File: config.mk
export PLATFORM = sky130hd
export DESIGN_NAME = babylonian_integer_sqrt_flat
export DESIGN_NICKNAME = d
export VERILOG_FILES = /design/src/sv/bis_pkg.sv /design/src/sv/bis_in_if.sv /design/src/sv/bis_out_if.sv /design/src/sv/bis_div.sv /design/src/sv/babylonian_integer_sqrt.sv /design/src/flat_wrapper.sv
export SDC_FILE = /design/constraint.sdc
export NUM_CORES = 1
export LEC_CHECK = 0
export BUFFER_PORTS_ARGS = -buffer_cell sky130_fd_sc_hd__buf_2
export CAP_MARGIN = 30
export CORE_ASPECT_RATIO = 0.5
export CORE_MARGIN = 1.5
export CORE_UTILIZATION = 36
export DETAILED_ROUTE_END_ITERATION = 7
export GPL_TIMING_DRIVEN = 0
export HOLD_SLACK_MARGIN = 0.05
export SLEW_MARGIN = 30
export SYNTH_ARGS = -nofsm -noshare
export SYNTH_HDL_FRONTEND = slang
export SYNTH_SLANG_ARGS = --single-unit
File: constraint.sdc
create_clock -name clk -period 3.47 [get_ports clk]
set_input_delay 0.8675 -clock clk [delete_from_list [all_inputs] [get_ports clk]]
set_output_delay 0.8675 -clock clk [all_outputs]
set_load 0.005 [all_outputs]
File: src/sv/bis_pkg.sv
package bis_pkg;

  localparam int RADICAND_W = 16;
  localparam int ROOT_W     = 9;
  // Estimate register width; after the first update the estimate stays in 0..377.
  localparam int EST_W      = 9;
  localparam int QUO_W      = RADICAND_W;
  localparam int SUM_W      = QUO_W + 1;

  localparam logic [EST_W-1:0] START_EST = EST_W'(100);
  localparam logic [EST_W-1:0] EST_MAX   = EST_W'(377);

  typedef enum logic [1:0] {
    ST_IDLE,
    ST_CHECK,
    ST_DIV,
    ST_FIN
  } bis_state_t;

endpackage

File: src/sv/bis_in_if.sv
interface bis_in_if;
  logic                            valid;
  logic                            ready;
  logic [bis_pkg::RADICAND_W-1:0]  radicand;

  modport source (output valid, output radicand, input ready);
  modport sink   (input valid, input radicand, output ready);
endinterface

File: src/sv/bis_out_if.sv
interface bis_out_if;
  logic                        valid;
  logic                        ready;
  logic [bis_pkg::ROOT_W-1:0]  root;

  modport source (output valid, output root, input ready);
  modport sink   (input valid, input root, output ready);
endinterface

File: src/sv/bis_div.sv
// Restoring divider, one quotient bit per cycle.
module bis_div (
  input  logic                            clk,
  input  logic                            rst_n,
  input  logic                            start,
  input  logic [bis_pkg::RADICAND_W-1:0]  dividend,
  input  logic [bis_pkg::EST_W-1:0]       divisor,
  output logic                            done,
  output logic [bis_pkg::QUO_W-1:0]       quotient
);
  import bis_pkg::*;

  localparam int CntW = $clog2(QUO_W + 1);

  logic [CntW-1:0]  cnt_r, cnt_nxt;
  logic             done_r, done_nxt;
  logic [EST_W-1:0] rem_r, rem_nxt;
  logic [QUO_W-1:0] quo_r, quo_nxt;
  logic [EST_W-1:0] dvs_r, dvs_nxt;
  logic [EST_W:0]   trial;
  logic [EST_W:0]   diff;

  // next partial remainder: shift in the next dividend bit
  assign trial = {rem_r, quo_r[QUO_W-1]};
  assign diff  = trial - {1'b0, dvs_r};

  always_comb begin
    cnt_nxt  = cnt_r;
    rem_nxt  = rem_r;
    quo_nxt  = quo_r;
    dvs_nxt  = dvs_r;
    done_nxt = 1'b0;
    if (start) begin
      cnt_nxt = CntW'(QUO_W);
      rem_nxt = '0;
      quo_nxt = dividend;
      dvs_nxt = divisor;
    end else if (cnt_r != '0) begin
      cnt_nxt  = cnt_r - CntW'(1);
      done_nxt = (cnt_r == CntW'(1));
      if (trial >= {1'b0, dvs_r}) begin
        rem_nxt = diff[EST_W-1:0];
        quo_nxt = {quo_r[QUO_W-2:0], 1'b1};
      end else begin
        rem_nxt = trial[EST_W-1:0];
        quo_nxt = {quo_r[QUO_W-2:0], 1'b0};
      end
    end
  end

  always_ff @(posedge clk) begin
    if (!rst_n) begin
      cnt_r  <= '0;
      done_r <= 1'b0;
    end else begin
      cnt_r  <= cnt_nxt;
      done_r <= done_nxt;
    end
    rem_r <= rem_nxt;
    quo_r <= quo_nxt;
    dvs_r <= dvs_nxt;
  end

  assign done     = done_r;
  assign quotient = quo_r;

endmodule

File: src/sv/babylonian_integer_sqrt.sv
// Per word: accept, then for each update a check, the quotient bits and the quotient
//   handoff, then a final check and the output load; at most MAX_ITERATIONS
//   updates from input accept to out valid, fewer on early stop.
// Throughput: one word at a time; the next word is taken the cycle after the result
//   is loaded, which waits while the output is held off.
// Reset: synchronous active-low rst_n clears the sequencer, the divider
//   counter and the output valid; datapath registers are not reset.
module babylonian_integer_sqrt #(
  parameter int MAX_ITERATIONS = 15
) (
  input  logic     clk,
  input  logic     rst_n,
  bis_in_if.sink   in_s,
  bis_out_if.source out_s
);
  import bis_pkg::*;

  localparam int StepW = $clog2(MAX_ITERATIONS + 1);

  // Sequencer: IDLE takes a word, CHECK decides whether another update is due,
  // DIV waits for radicand/estimate, FIN hands the estimate to the output register.
  bis_state_t            state_r, state_nxt;
  logic [RADICAND_W-1:0] val_r, val_nxt;
  logic [EST_W-1:0]      est_r, est_nxt;     // current estimate
  logic [EST_W-1:0]      prev_r, prev_nxt;   // estimate after the previous update
  logic [StepW-1:0]      step_r, step_nxt;   // updates done so far
  logic                  out_valid_r, out_valid_nxt;
  logic [ROOT_W-1:0]     out_root_r, out_root_nxt;

  logic                  div_start;
  logic                  div_done;
  logic [QUO_W-1:0]      div_quo;
  logic [SUM_W-1:0]      est_sum;
  logic [EST_W-1:0]      est_upd;

  bis_div u_div (
    .clk      (clk),
    .rst_n    (rst_n),
    .start    (div_start),
    .dividend (val_r),
    .divisor  (est_r),
    .done     (div_done),
    .quotient (div_quo)
  );

  // (est + value/est) / 2; the new estimate always fits the estimate width
  assign est_sum = SUM_W'(est_r) + SUM_W'(div_quo);
  assign est_upd = est_sum[EST_W:1];

  always_comb begin
    state_nxt     = state_r;
    val_nxt       = val_r;
    est_nxt       = est_r;
    prev_nxt      = prev_r;
    step_nxt      = step_r;
    out_valid_nxt = out_valid_r;
    out_root_nxt  = out_root_r;
    div_start     = 1'b0;

    if (out_valid_r && out_s.ready) begin
      out_valid_nxt = 1'b0;
    end

    unique case (state_r)
      ST_IDLE: begin
        if (in_s.valid) begin
          val_nxt   = in_s.radicand;
          est_nxt   = START_EST;
          prev_nxt  = '0;
          step_nxt  = '0;
          state_nxt = ST_CHECK;
        end
      end
      ST_CHECK: begin
        // A zero estimate (radicand 0) ends the loop with root 0, which est_r holds.
        if (step_r == StepW'(MAX_ITERATIONS) || est_r == '0) begin
          state_nxt = ST_FIN;
        end else begin
          div_start = 1'b1;
          state_nxt = ST_DIV;
        end
      end
      ST_DIV: begin
        if (div_done) begin
          est_nxt = est_upd;
          // unchanged estimate stops the loop, but never on the first update
          if (step_r != '0 && prev_r == est_upd) begin
            state_nxt = ST_FIN;
          end else begin
            prev_nxt  = est_upd;
            step_nxt  = step_r + StepW'(1);
            state_nxt = ST_CHECK;
          end
        end
      end
      ST_FIN: begin
        // wait until the output register is free or being emptied
        if (!out_valid_r || out_s.ready) begin
          out_valid_nxt = 1'b1;
          out_root_nxt  = ROOT_W'(est_r);
          state_nxt     = ST_IDLE;
        end
      end
      default: state_nxt = ST_IDLE;
    endcase
  end

  always_ff @(posedge clk) begin
    if (!rst_n) begin
      state_r     <= ST_IDLE;
      out_valid_r <= 1'b0;
    end else begin
      state_r     <= state_nxt;
      out_valid_r <= out_valid_nxt;
    end
    val_r      <= val_nxt;
    est_r      <= est_nxt;
    prev_r     <= prev_nxt;
    step_r     <= step_nxt;
    out_root_r <= out_root_nxt;
  end

  assign in_s.ready = (state_r == ST_IDLE);
  assign out_s.valid = out_valid_r;
  assign out_s.root  = out_root_r;

  // divider finishes only while the sequencer waits on it
  a_done_in_div: assert property (@(posedge clk) disable iff (!rst_n)
    div_done |-> state_r == ST_DIV)
    else $error("divider done outside DIV");

  // no update is started past the iteration limit
  a_step_limit: assert property (@(posedge clk) disable iff (!rst_n)
    state_r == ST_DIV |-> step_r < StepW'(MAX_ITERATIONS))
    else $error("update started beyond iteration limit");

  // estimate stays in range during a computation
  a_est_range: assert property (@(posedge clk) disable iff (!rst_n)
    (state_r == ST_CHECK || state_r == ST_DIV) |-> est_r <= EST_MAX)
    else $error("estimate out of range");

  // a result is loaded only when the output register can take it
  a_no_overwrite: assert property (@(posedge clk) disable iff (!rst_n)
    (state_r == ST_FIN && out_valid_r && !out_s.ready) |=> state_r == ST_FIN)
    else $error("result dropped while output full");

endmodule

File: src/flat_wrapper.sv
// flat-port wrapper written by rule: the top's interface ports become plain ports
module babylonian_integer_sqrt_flat import bis_pkg::*;
#(
  parameter int MAX_ITERATIONS = 15
)
  (clk, rst_n, in_s_valid, in_s_radicand, in_s_ready, out_s_valid, out_s_root, out_s_ready);
  bis_in_if in_s_i ();
  bis_out_if out_s_i ();
  input  logic clk;
  input  logic rst_n;
  input wire logic [$bits(in_s_i.valid)-1:0] in_s_valid;
  input wire logic [$bits(in_s_i.radicand)-1:0] in_s_radicand;
  output wire logic [$bits(in_s_i.ready)-1:0] in_s_ready;
  output wire logic [$bits(out_s_i.valid)-1:0] out_s_valid;
  output wire logic [$bits(out_s_i.root)-1:0] out_s_root;
  input wire logic [$bits(out_s_i.ready)-1:0] out_s_ready;
  assign in_s_i.valid = in_s_valid;
  assign in_s_i.radicand = in_s_radicand;
  assign in_s_ready = in_s_i.ready;
  assign out_s_valid = out_s_i.valid;
  assign out_s_root = out_s_i.root;
  assign out_s_i.ready = out_s_ready;
  babylonian_integer_sqrt #(.MAX_ITERATIONS(MAX_ITERATIONS)) u_core (.clk(clk), .rst_n(rst_n), .in_s(in_s_i), .out_s(out_s_i));
endmodule
Word level (Yosys, flattened, before mapping)

Cells that the tools add are included.

Bits in registers: 90
Output and inout port bits: 11
Word-level logic and storage cells: 76

Add/sub/neg operators: 4
Magnitude comparators: 1
Equal/unequal tests: 10
Mux-type cells: 28
Bitwise logic cells: 2
Reduce and logical (&&, ||, !) cells: 18

Operators with widths:

| cell                                                 | count |
|---|---|
| two-way mux 9 bit                                    | 6 |
| one-hot mux 9 bit (2 select lines)                   | 2 |
| two-way mux 16 bit                                   | 2 |
| two-way mux 4 bit                                    | 3 |
| adder 9 x 10 -> 10 bit                               | 1 |
| >= comparator 10 x 9 -> 1 bit                        | 1 |
| two-way mux 5 bit                                    | 2 |
| equality test 9 bit                                  | 1 |
| logical NOT 9 bit                                    | 1 |
| subtractor 9 bit                                     | 1 |
| two-way mux 2 bit                                    | 4 |
| one-hot mux 2 bit (4 select lines)                   | 1 |
| one-hot mux 4 bit (2 select lines)                   | 1 |
| two-way mux 1 bit                                    | 7 |
| inequality test 2 bit (second input constant)        | 3 |
| AND reduction 3 bit                                  | 2 |
| equality test 5 x 1 -> 1 bit (second input constant) | 1 |
| nonzero test 5 bit                                   | 1 |
| subtractor 5 x 1 -> 5 bit (second input constant)    | 1 |
| adder 4 x 1 -> 4 bit (second input constant)         | 1 |
| equality test 2 bit (second input constant)          | 2 |
| equality test 4 bit (second input constant)          | 1 |
| AND reduction 2 bit                                  | 2 |
| AND reduction 4 bit                                  | 1 |
| 11 further kinds                                     | 15 |

Depth between registers and ports, before layout

Gate-level depths: netlist (run 1).

Depth in word-level cells: 6
Gate-level depth with buffers: 12

Cells and area by module

From an unflattened synthesis (run 1), not the netlist that was laid out.

Cell total of the unflattened synthesis: 400
Area, all modules: 4629.4 sq um

By module, submodules not included:

| module                  | instances | cells each | area each (sq um) | sequential area each (sq um) |
|---|---|---|---|---|
| babylonian_integer_sqrt | 1         | 211        | 2527.4            | 1471.4 |
| bis_div                 | 1         | 189        | 2102.0            | 1051.0 |

Least setup slack after synthesis (run 1)

Ideal clock, no wire load.

Path kind: reg2reg
Start: register u_core.est_r[1]
End: register u_core.prev_r[0], enable pin
Setup time: 0.303 ns
Arrival time: 2.263 ns
Setup slack: 0.904 ns
Cell stages (with the launch flop): 11
Path through: edfxtp_1 inv_1 fa_1 nand2b_1 a21oi_2 nor4_1 a311oi_1 nand3_1 nor4_2 nand4_1 and2_1

Longest elaborated chain between the ends: 5

Ends and longest elaborated chain:

| item                                   | RTL line                       | text |
|---|---|---|
| start: declaration                     | babylonian_integer_sqrt.sv:24  | `logic [EST_W-1:0] est_r, est_nxt;` |
| start signal: assignment               | babylonian_integer_sqrt.sv:117 | `est_r <= est_nxt;` |
| adder 9 x 10 -> 10 bit                 | babylonian_integer_sqrt.sv:47  | `assign est_sum = SUM_W'(est_r) + SUM_W'(div_quo);` |
| equality test 9 bit                    | babylonian_integer_sqrt.sv:87  | `if (step_r != '0 && prev_r == est_upd) begin` |
| logical AND 1 bit                      | babylonian_integer_sqrt.sv:87  |  |
| inequality test 2 bit (no source line) | --                             |  |
| AND reduction 4 bit (no source line)   | --                             |  |
| end signal: assignment                 | babylonian_integer_sqrt.sv:118 | `prev_r <= prev_nxt;` |
| end: declaration                       | babylonian_integer_sqrt.sv:25  | `logic [EST_W-1:0] prev_r, prev_nxt;` |

Every way passes these cells.
A chain may end at the register's enable or synchronous reset.

Worst setup path after layout (run 1)

Start: register u_core.est_r[0]
End: register u_core.step_r[0], enable pin

Longest elaborated chain between the ends: 5

Ends and longest elaborated chain:

| item                                   | RTL line                       | text |
|---|---|---|
| adder 9 x 10 -> 10 bit                 | babylonian_integer_sqrt.sv:47  |  |
| equality test 9 bit                    | babylonian_integer_sqrt.sv:87  |  |
| logical AND 1 bit                      | babylonian_integer_sqrt.sv:87  |  |
| inequality test 2 bit (no source line) | --                             |  |
| AND reduction 4 bit (no source line)   | --                             |  |
| end signal: assignment                 | babylonian_integer_sqrt.sv:119 | `step_r <= step_nxt;` |
| end: declaration                       | babylonian_integer_sqrt.sv:26  | `logic [StepW-1:0] step_r, step_nxt;` |

Every way passes these cells.

==> results.cfg, run 1 <==
[placed_design]
placement.io_buffers = 30
place_congestion = 0.841
placedInstanceArea_um2 = 4690
final_hpwl_from_detailed_placement_mm = 6.30

[sta]
hold_violations = 0
tightest_slew_ns = 0.865
min_period_over_period_pct = 90.3
setup_tns_ns = 0
rsz_0062_raised_after_global_routing = false
period_minus_slack_ns = 3.13
finalSetupViolations = 0
slew_headroom_pct = 42.1
final.setup_skew_ns = 0.00863
number_of_max_slew_violations_in_the_final_report = 0
fmaxAchievable_mhz = 319

[job]
cap_viol_max_count = 0

[yosys]
synth_area_leaders = sky130_fd_sc_hd__edfxtp_1 (50%), sky130_fd_sc_hd__dfxtp_1 (8.3%), sky130_fd_sc_hd__ha_1 (6.1%)
netlist_instances = 387
ys_types = 50
synth_seq_area_share_pct = 58.1
synth_async_sr_flop_share_pct = 0
synth_top_area_share_pct = 49.8
post_synth_instance_area_um2 = 4340
synth_enable_flop_cells = 72
ys_dominant_reg_cell = sky130_fd_sc_hd__edfxtp_1
postSynthAreaPerCell_um2 = 11.2
synth.yosys.warnings = 0
yosysTopAreaCell = sky130_fd_sc_hd__edfxtp_1
synth_seq_cells = 90
synthesis.nets = 430

[pwr]
power.internal_uw = 2780
switching_power_uw = 1720
total_leakage_power_uw = 0.00191
power_per_cell_area_nw_per_um2 = 907
ir_worst_vdd_mv = 0.333
netSwitchingFraction_pct = 38.2
seqPwrFrac_pct = 37.7
power_frac_comb_pct = 42.8
power_frac_clock_pct = 19.6

[worst_setup_path]
critical_path.max_fanout = 13
timing_worst_setup_path_type = reg2reg
critPathCaptureType = register
startpoint_type = register
crit_path_cell_trace = nand2_1, fa_1, nand2b_1, a21oi_2, nor4_1, a311oi_1, nand3_1, nor4_2, nand4_1, and2_1
ff2ff_setup_slack_ns = 0.34
timing.critical_path.slowest_stage_cell = sky130_fd_sc_hd__edfxtp_1
crit-reg2reg-capture = u_core.step_r[0]
critical_path_required_ns = 3.46
critical_path_arrival_ns = 3.13
r2r.worst_path.cells = 10
rr_startpoint = u_core.est_r[0]
worst-path-buf-inv = 0
cp_num_cells = 10
critPathTopFamily = simple AND/OR/NAND/NOR gates
max_stage_delay_ns = 0.44

[clock_tree]
cts-root-to-sink-buffers = 2
cts.root.buffer_cell = sky130_fd_sc_hd__clkbuf_16
cts_tree = done
post-cts-setup-buffer-count = 0
clock_slew_seen_by_the_registers_of_the_worst_setup_and_hold_paths_ns = 0.06
number_of_buffers_created_by_cts = 9
clock_latency_ns = 0.34
clock_tree.htree_level_count = 3
ctsResizeCount = 0
cts_hold_buf = 0
cts_sinks = 90

[global_route]
track_usage_pct = 15.8
first_global_vias = 2940
grt_overflow_total = 0
number_of_antenna_violations_at_the_first_check_in_global_routing = 0
grt_max_degree = 19
global_route_wire_length_before_repair_mm = 15.0

[floorplan]
starting_density_of_the_core_pct = 36.9
pin_count = 31
die_extent_in_y_um = 80.6
core_um2 = 11800
floorplan.die_area_um2 = 12800
placementRows = 28
chipWidth_um = 158

[drt]
totalWireLength_mm = 8.92
final_antenna_net_count = 0
avg_wl_per_cell_um = 14.9
post_drt_via_cell_ratio = 4.83
route.vias.total = 2886
drc = 0
detail_route.iter0.violations = 132
drtPass1Iterations = 4

[outcome]
outcome = finished clean

[finish]
design.final.nets = 471
syn2layout_area_growth_pct = 14.4
finish.instance_area_um2 = 4960
fillCellCount = 1153
drive_above_1_share_pct = 13.4
antenna-diode-count = 0
postLayoutCoreUtil_pct = 42.2

[hold_path]
hold_class = reg2reg
hold-path-cell-count = 2
min-delay-start = u_core.u_div.rem_r[8]
end_of_the_worst_hold_path = u_core.u_div.rem_r[8]
area by class of cell:
class	instances	area [um2]	share of cell area [%]
Buffer	13	62.6	1.26
Clock buffer	11	233	4.69
Clock inverter	5	31.3	0.630
Inverter	22	82.6	1.66
Multi-Input combinational cell	262	1670	33.7
Sequential cell	90	2520	50.8
Tap cell	165	206	4.16
Timing Repair Buffer	30	150	3.03
how the worst max path moves through the flow:
stage          slack (ns)               end             from
2_1_floorplan        0.90  u_core.prev_r[0]  u_core.est_r[1]
3_3_place_gp         0.33  u_core.prev_r[5]       in_s_valid
3_5_place_dp         0.28  u_core.prev_r[4]       in_s_valid
4_1_cts              0.33  u_core.step_r[0]  u_core.est_r[0]
5_1_grt              0.03  u_core.step_r[0]  u_core.est_r[0]
6_report             0.34  u_core.step_r[0]  u_core.est_r[0]
Yosys cell counts (2+ instances only):
cell and instances:
sky130_fd_sc_hd__a211oi_1 7, sky130_fd_sc_hd__a21boi_0 2, sky130_fd_sc_hd__a21o_1 4, sky130_fd_sc_hd__a21oi_1 21
sky130_fd_sc_hd__a21oi_2 2, sky130_fd_sc_hd__a311oi_1 2, sky130_fd_sc_hd__and2_1 4, sky130_fd_sc_hd__buf_2 2
sky130_fd_sc_hd__clkbuf_1 10, sky130_fd_sc_hd__dfxtp_1 18, sky130_fd_sc_hd__edfxtp_1 72, sky130_fd_sc_hd__fa_1 2
sky130_fd_sc_hd__ha_1 21, sky130_fd_sc_hd__inv_1 22, sky130_fd_sc_hd__mux2i_1 2, sky130_fd_sc_hd__nand2_1 61
sky130_fd_sc_hd__nand2b_1 4, sky130_fd_sc_hd__nand3_1 4, sky130_fd_sc_hd__nand4_1 6, sky130_fd_sc_hd__nor2_1 34
sky130_fd_sc_hd__nor2b_1 11, sky130_fd_sc_hd__nor3_1 11, sky130_fd_sc_hd__nor4_1 3, sky130_fd_sc_hd__o211ai_1 3
sky130_fd_sc_hd__o21ai_0 7, sky130_fd_sc_hd__o21ai_1 5, sky130_fd_sc_hd__xnor2_1 16, sky130_fd_sc_hd__xor2_1 9
power groups by stage:
stage	clock network [uW]	registers [uW]	logic (uW)
after floorplan	0	1650	1540
after global placement	0	1720	1900
after detailed placement	0	1720	1910
after CTS	896	1700	1930
after global routing	941	1730	2180
final	880	1700	1930
logic make-up (layout without fill, tap and decap cells):
group,after synthesis,after routing,synth area share [%]
simple gates,146,146,15.6
fa+ha+maj,23,23,6.98
buf+inv,35,81,3.32
xor+xnor,26,26,5.42
flops,90,90,58.1
mux,2,2,0.462
compound gates,65,65,10.1
tightest hold or removal path, stage by stage (launching register included):
cell                      delay (ns)
sky130_fd_sc_hd__dfxtp_1        0.31
sky130_fd_sc_hd__nand2_1        0.05
sky130_fd_sc_hd__a21oi_1        0.05
through the flow:
| step | hold slack, ns | power [uW] | setup WS (ns) | instances |
|---|---|---|---|---|
| 2_1_floorplan | 0.432 | 3190 | 0.904 | 387 |
| 3_3_place_gp | 0.441 | 3620 | 0.332 | 582 |
| 3_5_place_dp | 0.445 | 3630 | 0.283 | 582 |
| 4_1_cts | 0.454 | 4520 | 0.327 | 598 |
| 5_1_grt | 0.479 | 4850 | 0.0319 | 598 |
| 6_report | 0.454 | 4500 | 0.336 | 598 |
metal layers:
| metal | routed length (um) | part of all wire [%] | global-route usage [%] | vias to the layer above |
|---|---|---|---|---|
| met5 | 0 | 0 | 0 | - |
| met4 | 111 | 1.2 | 5.33 | 0 |
| met3 | 300 | 3.4 | 3.89 | 11 |
| met2 | 4110 | 46 | 25.7 | 34 |
| met1 | 4400 | 49 | 20.6 | 1386 |
| li1 | - | - | - | 1455 |
state kept, by name, summed over array words and instances, names as in the netlist:
signal,cells
u_core.val_r,16
u_core.prev_r,9
u_core.out_s.valid,1
u_core.u_div.quotient,16
u_core.est_r,9
u_core.out_s.root,9
u_core.u_div.cnt_r,5
u_core.u_div.done,1
u_core.u_div.rem_r,9
u_core.step_r,4
u_core.state_r,2
u_core.u_div.dvs_r,9
cells in the final DEF, fill, tap and decap left out, types with 9 or more instances in the layout:
cell type | netlist | layout
sky130_fd_sc_hd__a21oi_1 | 21 | 21
sky130_fd_sc_hd__buf_2 | 2 | 32
sky130_fd_sc_hd__clkbuf_1 | 10 | 11
sky130_fd_sc_hd__clkbuf_16 | 0 | 9
sky130_fd_sc_hd__dfxtp_1 | 18 | 18
sky130_fd_sc_hd__edfxtp_1 | 72 | 72
sky130_fd_sc_hd__ha_1 | 21 | 21
sky130_fd_sc_hd__inv_1 | 22 | 22
sky130_fd_sc_hd__nand2_1 | 61 | 61
sky130_fd_sc_hd__nor2_1 | 34 | 33
sky130_fd_sc_hd__nor2b_1 | 11 | 11
sky130_fd_sc_hd__nor3_1 | 11 | 11
sky130_fd_sc_hd__xnor2_1 | 16 | 16
sky130_fd_sc_hd__xor2_1 | 9 | 9
Power figures use the tool's default switching activity.
==> run 2, diff against run 1 <==
Settings changed: ABC_CLOCK_PERIOD_IN_PS from default to 3470, SYNTH_HIERARCHICAL from default to 1.
==> results.cfg, run 2 <==
[outcome]
outcome = finished clean

[drt]
route.vias.total = 3206
post_drt_via_cell_ratio = 5.20
totalWireLength_mm = 9.64
detail_route.iter0.violations = 151
avg_wl_per_cell_um = 15.6
final_antenna_net_count = 0
drc = 0
drtPass1Iterations = 4

[global_route]
first_global_vias = 3143
number_of_antenna_violations_at_the_first_check_in_global_routing = 0
grt_overflow_total = 0
grt_max_degree = 18
track_usage_pct = 15.0
global_route_wire_length_before_repair_mm = 15.8

[worst_setup_path]
timing_worst_setup_path_type = reg2reg
critical_path.max_fanout = 16
startpoint_type = register
critical_path_required_ns = 3.44
critPathCaptureType = register
critical_path_arrival_ns = 3.12

[clock_tree]
cts_tree = done
clock_latency_ns = 0.34
cts.root.buffer_cell = sky130_fd_sc_hd__clkbuf_16
cts-root-to-sink-buffers = 2
number_of_buffers_created_by_cts = 9
post-cts-setup-buffer-count = 0
clock_slew_seen_by_the_registers_of_the_worst_setup_and_hold_paths_ns = 0.06
cts_sinks = 90
ctsResizeCount = 0
cts_hold_buf = 0
clock_tree.htree_level_count = 3

[sta]
tightest_slew_ns = 0.818
finalSetupViolations = 0
rsz_0062_raised_after_global_routing = false
final.setup_skew_ns = 0.00577
slew_headroom_pct = 45.3
number_of_max_slew_violations_in_the_final_report = 0
fmaxAchievable_mhz = 317
setup_tns_ns = 0
hold_violations = 0
min_period_over_period_pct = 90.9
period_minus_slack_ns = 3.15

[floorplan]
pin_count = 31
floorplan.die_area_um2 = 13600
placementRows = 29
chipWidth_um = 163
core_um2 = 12600
die_extent_in_y_um = 83.2
starting_density_of_the_core_pct = 36.8

[finish]
antenna-diode-count = 0
design.final.nets = 484
final_common_cell = sky130_fd_sc_hd__edfxtp_1
finalNonFillerCells = 616
finish.instance_area_um2 = 5290
syn2layout_area_growth_pct = 14.3
layout.cells.most_common_list = sky130_fd_sc_hd__edfxtp_1 (72), sky130_fd_sc_hd__nor2_1 (42), sky130_fd_sc_hd__buf_2 (34)
postLayoutCoreUtil_pct = 42.0
drive_above_1_share_pct = 19.3

[yosys]
netlist_instances = 400
synth_area_leaders = sky130_fd_sc_hd__edfxtp_1 (47%), sky130_fd_sc_hd__dfxtp_1 (7.8%), sky130_fd_sc_hd__ha_1 (5.7%)
synth.yosys.warnings = 6
synth_async_sr_flop_share_pct = 0
synthesis.nets = 443
synth_top_area_share_pct = 46.7
post_synth_instance_area_um2 = 4630
ys_types = 68
synthMostInstantiatedCell = sky130_fd_sc_hd__edfxtp_1
synth_seq_cells = 90
ys_dominant_reg_cell = sky130_fd_sc_hd__edfxtp_1
synth_commonest_cells = sky130_fd_sc_hd__edfxtp_1 (72), sky130_fd_sc_hd__nor2_1 (43), sky130_fd_sc_hd__inv_1 (23)
postSynthAreaPerCell_um2 = 11.6
synth_enable_flop_cells = 72
synth_seq_area_share_pct = 54.5
yosysTopAreaCell = sky130_fd_sc_hd__edfxtp_1

[placed_design]
place.detailed.instances = 600
placement.io_buffers = 30
place_congestion = 0.894
placedInstanceArea_um2 = 4990
final_hpwl_from_detailed_placement_mm = 6.89

[hold_path]
hold_class = reg2reg

[pwr]
power_per_cell_area_nw_per_um2 = 902
total_leakage_power_uw = 0.00197
ir_worst_vdd_mv = 0.352
report.power.total_uw = 4780

[job]
cap_viol_max_count = 0
==> run 2: cell count changes after synthesis, moves of 4 or more <==
cell,before,now
sky130_fd_sc_hd__o21ai_1,5,1
sky130_fd_sc_hd__mux2_2,0,17
sky130_fd_sc_hd__a31oi_1,1,5
sky130_fd_sc_hd__nor2_1,34,43
sky130_fd_sc_hd__nor3_1,11,7
sky130_fd_sc_hd__nand2_1,61,19
sky130_fd_sc_hd__nand3_1,4,11
sky130_fd_sc_hd__o21ai_0,7,12
==> run 2: metrics by stage <==
stage	setup WS, ns	hold WS [ns]
final	0.316	0.496
after detailed placement	0.294	0.488
after global routing	0.0290	0.520
after floorplan	0.703	0.441
after CTS	0.292	0.497
after global placement	0.0210	0.487
==> run 2: cell type report <==
| class | count | area, um2 |
|---|---|---|
| Buffer | 16 | 81.3 |
| Clock buffer | 11 | 233 |
| Timing Repair Buffer | 30 | 150 |
| Clock inverter | 5 | 63.8 |
| Fill cell | 1193 | 7300 |
| Sequential cell | 90 | 2520 |
| Tap cell | 170 | 213 |
| Inverter | 23 | 86.3 |
| Multi-Input combinational cell | 271 | 1940 |
==> run 2: path summary, 6_finish.rpt <==
check	endpoint	slack [ns]	from	cells past startpoint
setup / recovery	u_core/u_div/quotient[3]	0.32	u_core/step_r[0]	7
hold / removal	u_core/u_div/done	0.50	u_core/u_div/cnt_r[3]	1
setup reg to reg	u_core/u_div/quotient[3]	0.32	u_core/step_r[0]	7
hold reg to reg	u_core/u_div/done	0.50	u_core/u_div/cnt_r[3]	1
==> run 2: cell families after synthesis <==
logic type      count (synthesis)  share of synthesized area, %
fa+ha+maj                      23                          6.54
compound gates                 79                          12.2
flops                          90                          54.5
xor+xnor                       25                          4.73
buf+inv                        39                          3.62
mux                            21                          5.11
simple gates                  123                          13.3
==> run 2: critical path, stage by stage, from the launching register on <==
cell and delay (ns):
sky130_fd_sc_hd__edfxtp_1 0.44, sky130_fd_sc_hd__ha_1 0.26, sky130_fd_sc_hd__nand3_1 0.10, sky130_fd_sc_hd__nand3_1 0.12
sky130_fd_sc_hd__nor2_1 0.62, sky130_fd_sc_hd__clkbuf_1 0.40, sky130_fd_sc_hd__inv_1 0.24, sky130_fd_sc_hd__nand2_1 0.60
==> run 2: report_power, final <==
part           total, uW  internal [uW]  switching, uW
combinational       2120            894           1230
clock                975            564            411
sequential          1680           1500            176
total               4780           2960           1820
==> run 2: per-layer routing <==
layer	global-route usage, %	vias up	routed length, um
met4	4.42	0	116
met2	23.8	60	4510
met5	0	-	0
met3	3.60	9	395
li1	-	1558	-
met1	20.5	1579	4620
==> run 3, diff against run 2 <==
Settings changed: CORE_UTILIZATION 36 to 45.
==> results.cfg, run 3 (synthesis results as in run 2) <==
[floorplan]
pin_count = 31
floorplan.die_area_um2 = 10900
starting_density_of_the_core_pct = 47.6
placementRows = 25
chipWidth_um = 146
die_extent_in_y_um = 74.7
core_um2 = 9730

[worst_setup_path]
timing_worst_setup_path_type = reg2reg
max_stage_delay_ns = 0.59
r2r.worst_path.cells = 9
ff2ff_setup_slack_ns = 0.38
critical_path.max_fanout = 13
crit-reg2reg-capture = u_core/prev_r[4]
critPathTopFamily = simple AND/OR/NAND/NOR gates
worst-path-buf-inv = 1
crit_path_cell_trace = ha_1, buf_6, a21o_1, a21oi_1, o21ai_0, or3_1, nand4_1, nor4_2, nor2_2
critical_path_required_ns = 3.44
startpoint_type = register
critPathCaptureType = register
rr_startpoint = u_core/est_r[4]
timing.critical_path.slowest_stage_cell = sky130_fd_sc_hd__nor2_2
critical_path_arrival_ns = 3.06

[sta]
period_minus_slack_ns = 3.09
finalSetupViolations = 0
final.setup_skew_ns = 0.00549
hold_violations = 0
rsz_0062_raised_after_global_routing = false
min_period_over_period_pct = 89.1
fmaxAchievable_mhz = 324
tightest_slew_ns = 0.835
number_of_max_slew_violations_in_the_final_report = 0
setup_tns_ns = 0
slew_headroom_pct = 44.3

[clock_tree]
cts-root-to-sink-buffers = 2
ctsResizeCount = 0
post-cts-setup-buffer-count = 0
cts_tree = done
cts_sinks = 90
cts.root.buffer_cell = sky130_fd_sc_hd__clkbuf_16
cts_hold_buf = 0
number_of_buffers_created_by_cts = 9
clock_latency_ns = 0.34
clock_slew_seen_by_the_registers_of_the_worst_setup_and_hold_paths_ns = 0.06
clock_tree.htree_level_count = 3

[drt]
drc = 0
final_antenna_net_count = 0
totalWireLength_mm = 9.58
route.vias.total = 3210
post_drt_via_cell_ratio = 5.52
detail_route.iter0.violations = 242
avg_wl_per_cell_um = 16.5
drtPass1Iterations = 4

[global_route]
grt_overflow_total = 0
first_global_vias = 3106
global_route_wire_length_before_repair_mm = 15.7
grt_max_degree = 18
number_of_antenna_violations_at_the_first_check_in_global_routing = 0
track_usage_pct = 18.9

[pwr]
total_leakage_power_uw = 0.00198
power_per_cell_area_nw_per_um2 = 908
ir_worst_vdd_mv = 0.341

[finish]
antenna-diode-count = 0
final_common_cell = sky130_fd_sc_hd__edfxtp_1
finalNonFillerCells = 581
drive_above_1_share_pct = 19.3
syn2layout_area_growth_pct = 13.3
fillCellCount = 843
layout.cells.most_common_list = sky130_fd_sc_hd__edfxtp_1 (72), sky130_fd_sc_hd__nor2_1 (42), sky130_fd_sc_hd__buf_2 (34)
design.final.nets = 484

[placed_design]
place_congestion = 0.946
final_hpwl_from_detailed_placement_mm = 6.96
placement.io_buffers = 30
place.detailed.instances = 565

[job]
cap_viol_max_count = 0

[hold_path]
min-delay-start = u_core/u_div/cnt_r[3]
hold_class = reg2reg
hold-path-cell-count = 1
end_of_the_worst_hold_path = u_core/u_div/done

[outcome]
outcome = finished clean
[run 3: changes by cell type in the layout (fill, tap and decap cells not counted), sizes merged]
cell    change
clkbuf      -2
clkinv      +2
[run 3: final cells by class]
type / count / area [um2] / area share [%]
flip-flops and latches: 90 / 2520 / 48.1
multi-input cells: 271 / 1940 / 37.0
clock buffers: 9 / 225 / 4.29
well taps: 135 / 169 / 3.22
repair buffers: 30 / 150 / 2.86
inverters: 23 / 86.3 / 1.65
plain buffers: 16 / 81.3 / 1.55
clock inverters: 7 / 67.6 / 1.29
[run 3: worst register-to-register path, cell delays in order, from the launching register on]
cell,delay (ns)
sky130_fd_sc_hd__edfxtp_1,0.53
sky130_fd_sc_hd__ha_1,0.36
sky130_fd_sc_hd__buf_6,0.14
sky130_fd_sc_hd__a21o_1,0.23
sky130_fd_sc_hd__a21oi_1,0.23
sky130_fd_sc_hd__o21ai_0,0.14
sky130_fd_sc_hd__or3_1,0.33
sky130_fd_sc_hd__nand4_1,0.10
sky130_fd_sc_hd__nor4_2,0.07
sky130_fd_sc_hd__nor2_2,0.59
[run 3: how the worst max path moves through the flow]
stage | depth (start not counted) | end | startpoint | slack [ns]
after global placement | 9 | u_core/prev_r[7] | u_core/est_r[4] | 0.10
after CTS | 7 | u_core/u_div/quotient[6] | u_core/step_r[0] | 0.35
after floorplan | 9 | u_core/prev_r[0] | u_core/est_r[4] | 0.70
after global routing | 7 | u_core/u_div/quotient[6] | u_core/step_r[0] | 0.06
after detailed placement | 7 | u_core/u_div/quotient[6] | u_core/step_r[0] | 0.37
final | 9 | u_core/prev_r[4] | u_core/est_r[4] | 0.38
[run 3: through the flow]
step	power [uW]	setup slack, ns	hold slack, ns	utilization [%]	instance area (um2)
floorplan	3320	0.703	0.441	-	4630
global placement	3730	0.100	0.479	50.9	4950
detailed placement	3790	0.367	0.482	50.9	4950
CTS	4770	0.354	0.502	53.9	5240
global route	5120	0.0641	0.519	53.9	5240
finish	4760	0.379	0.494	53.9	5240
[run 3: layer usage]
metal / up-vias / share of wire [%] / track usage, %
met5: - / 0 / 0
met2: 74 / 46 / 31.5
li1: 1555 / - / -
met1: 1572 / 49 / 24.8
met3: 9 / 3.7 / 4.79
met4: 0 / 1.0 / 6.06
[run 3: where the power goes]
part           internal, uW  switching (uW)
logic                   896            1230
clock network           555             404
registers              1500             175
total                  2950            1810
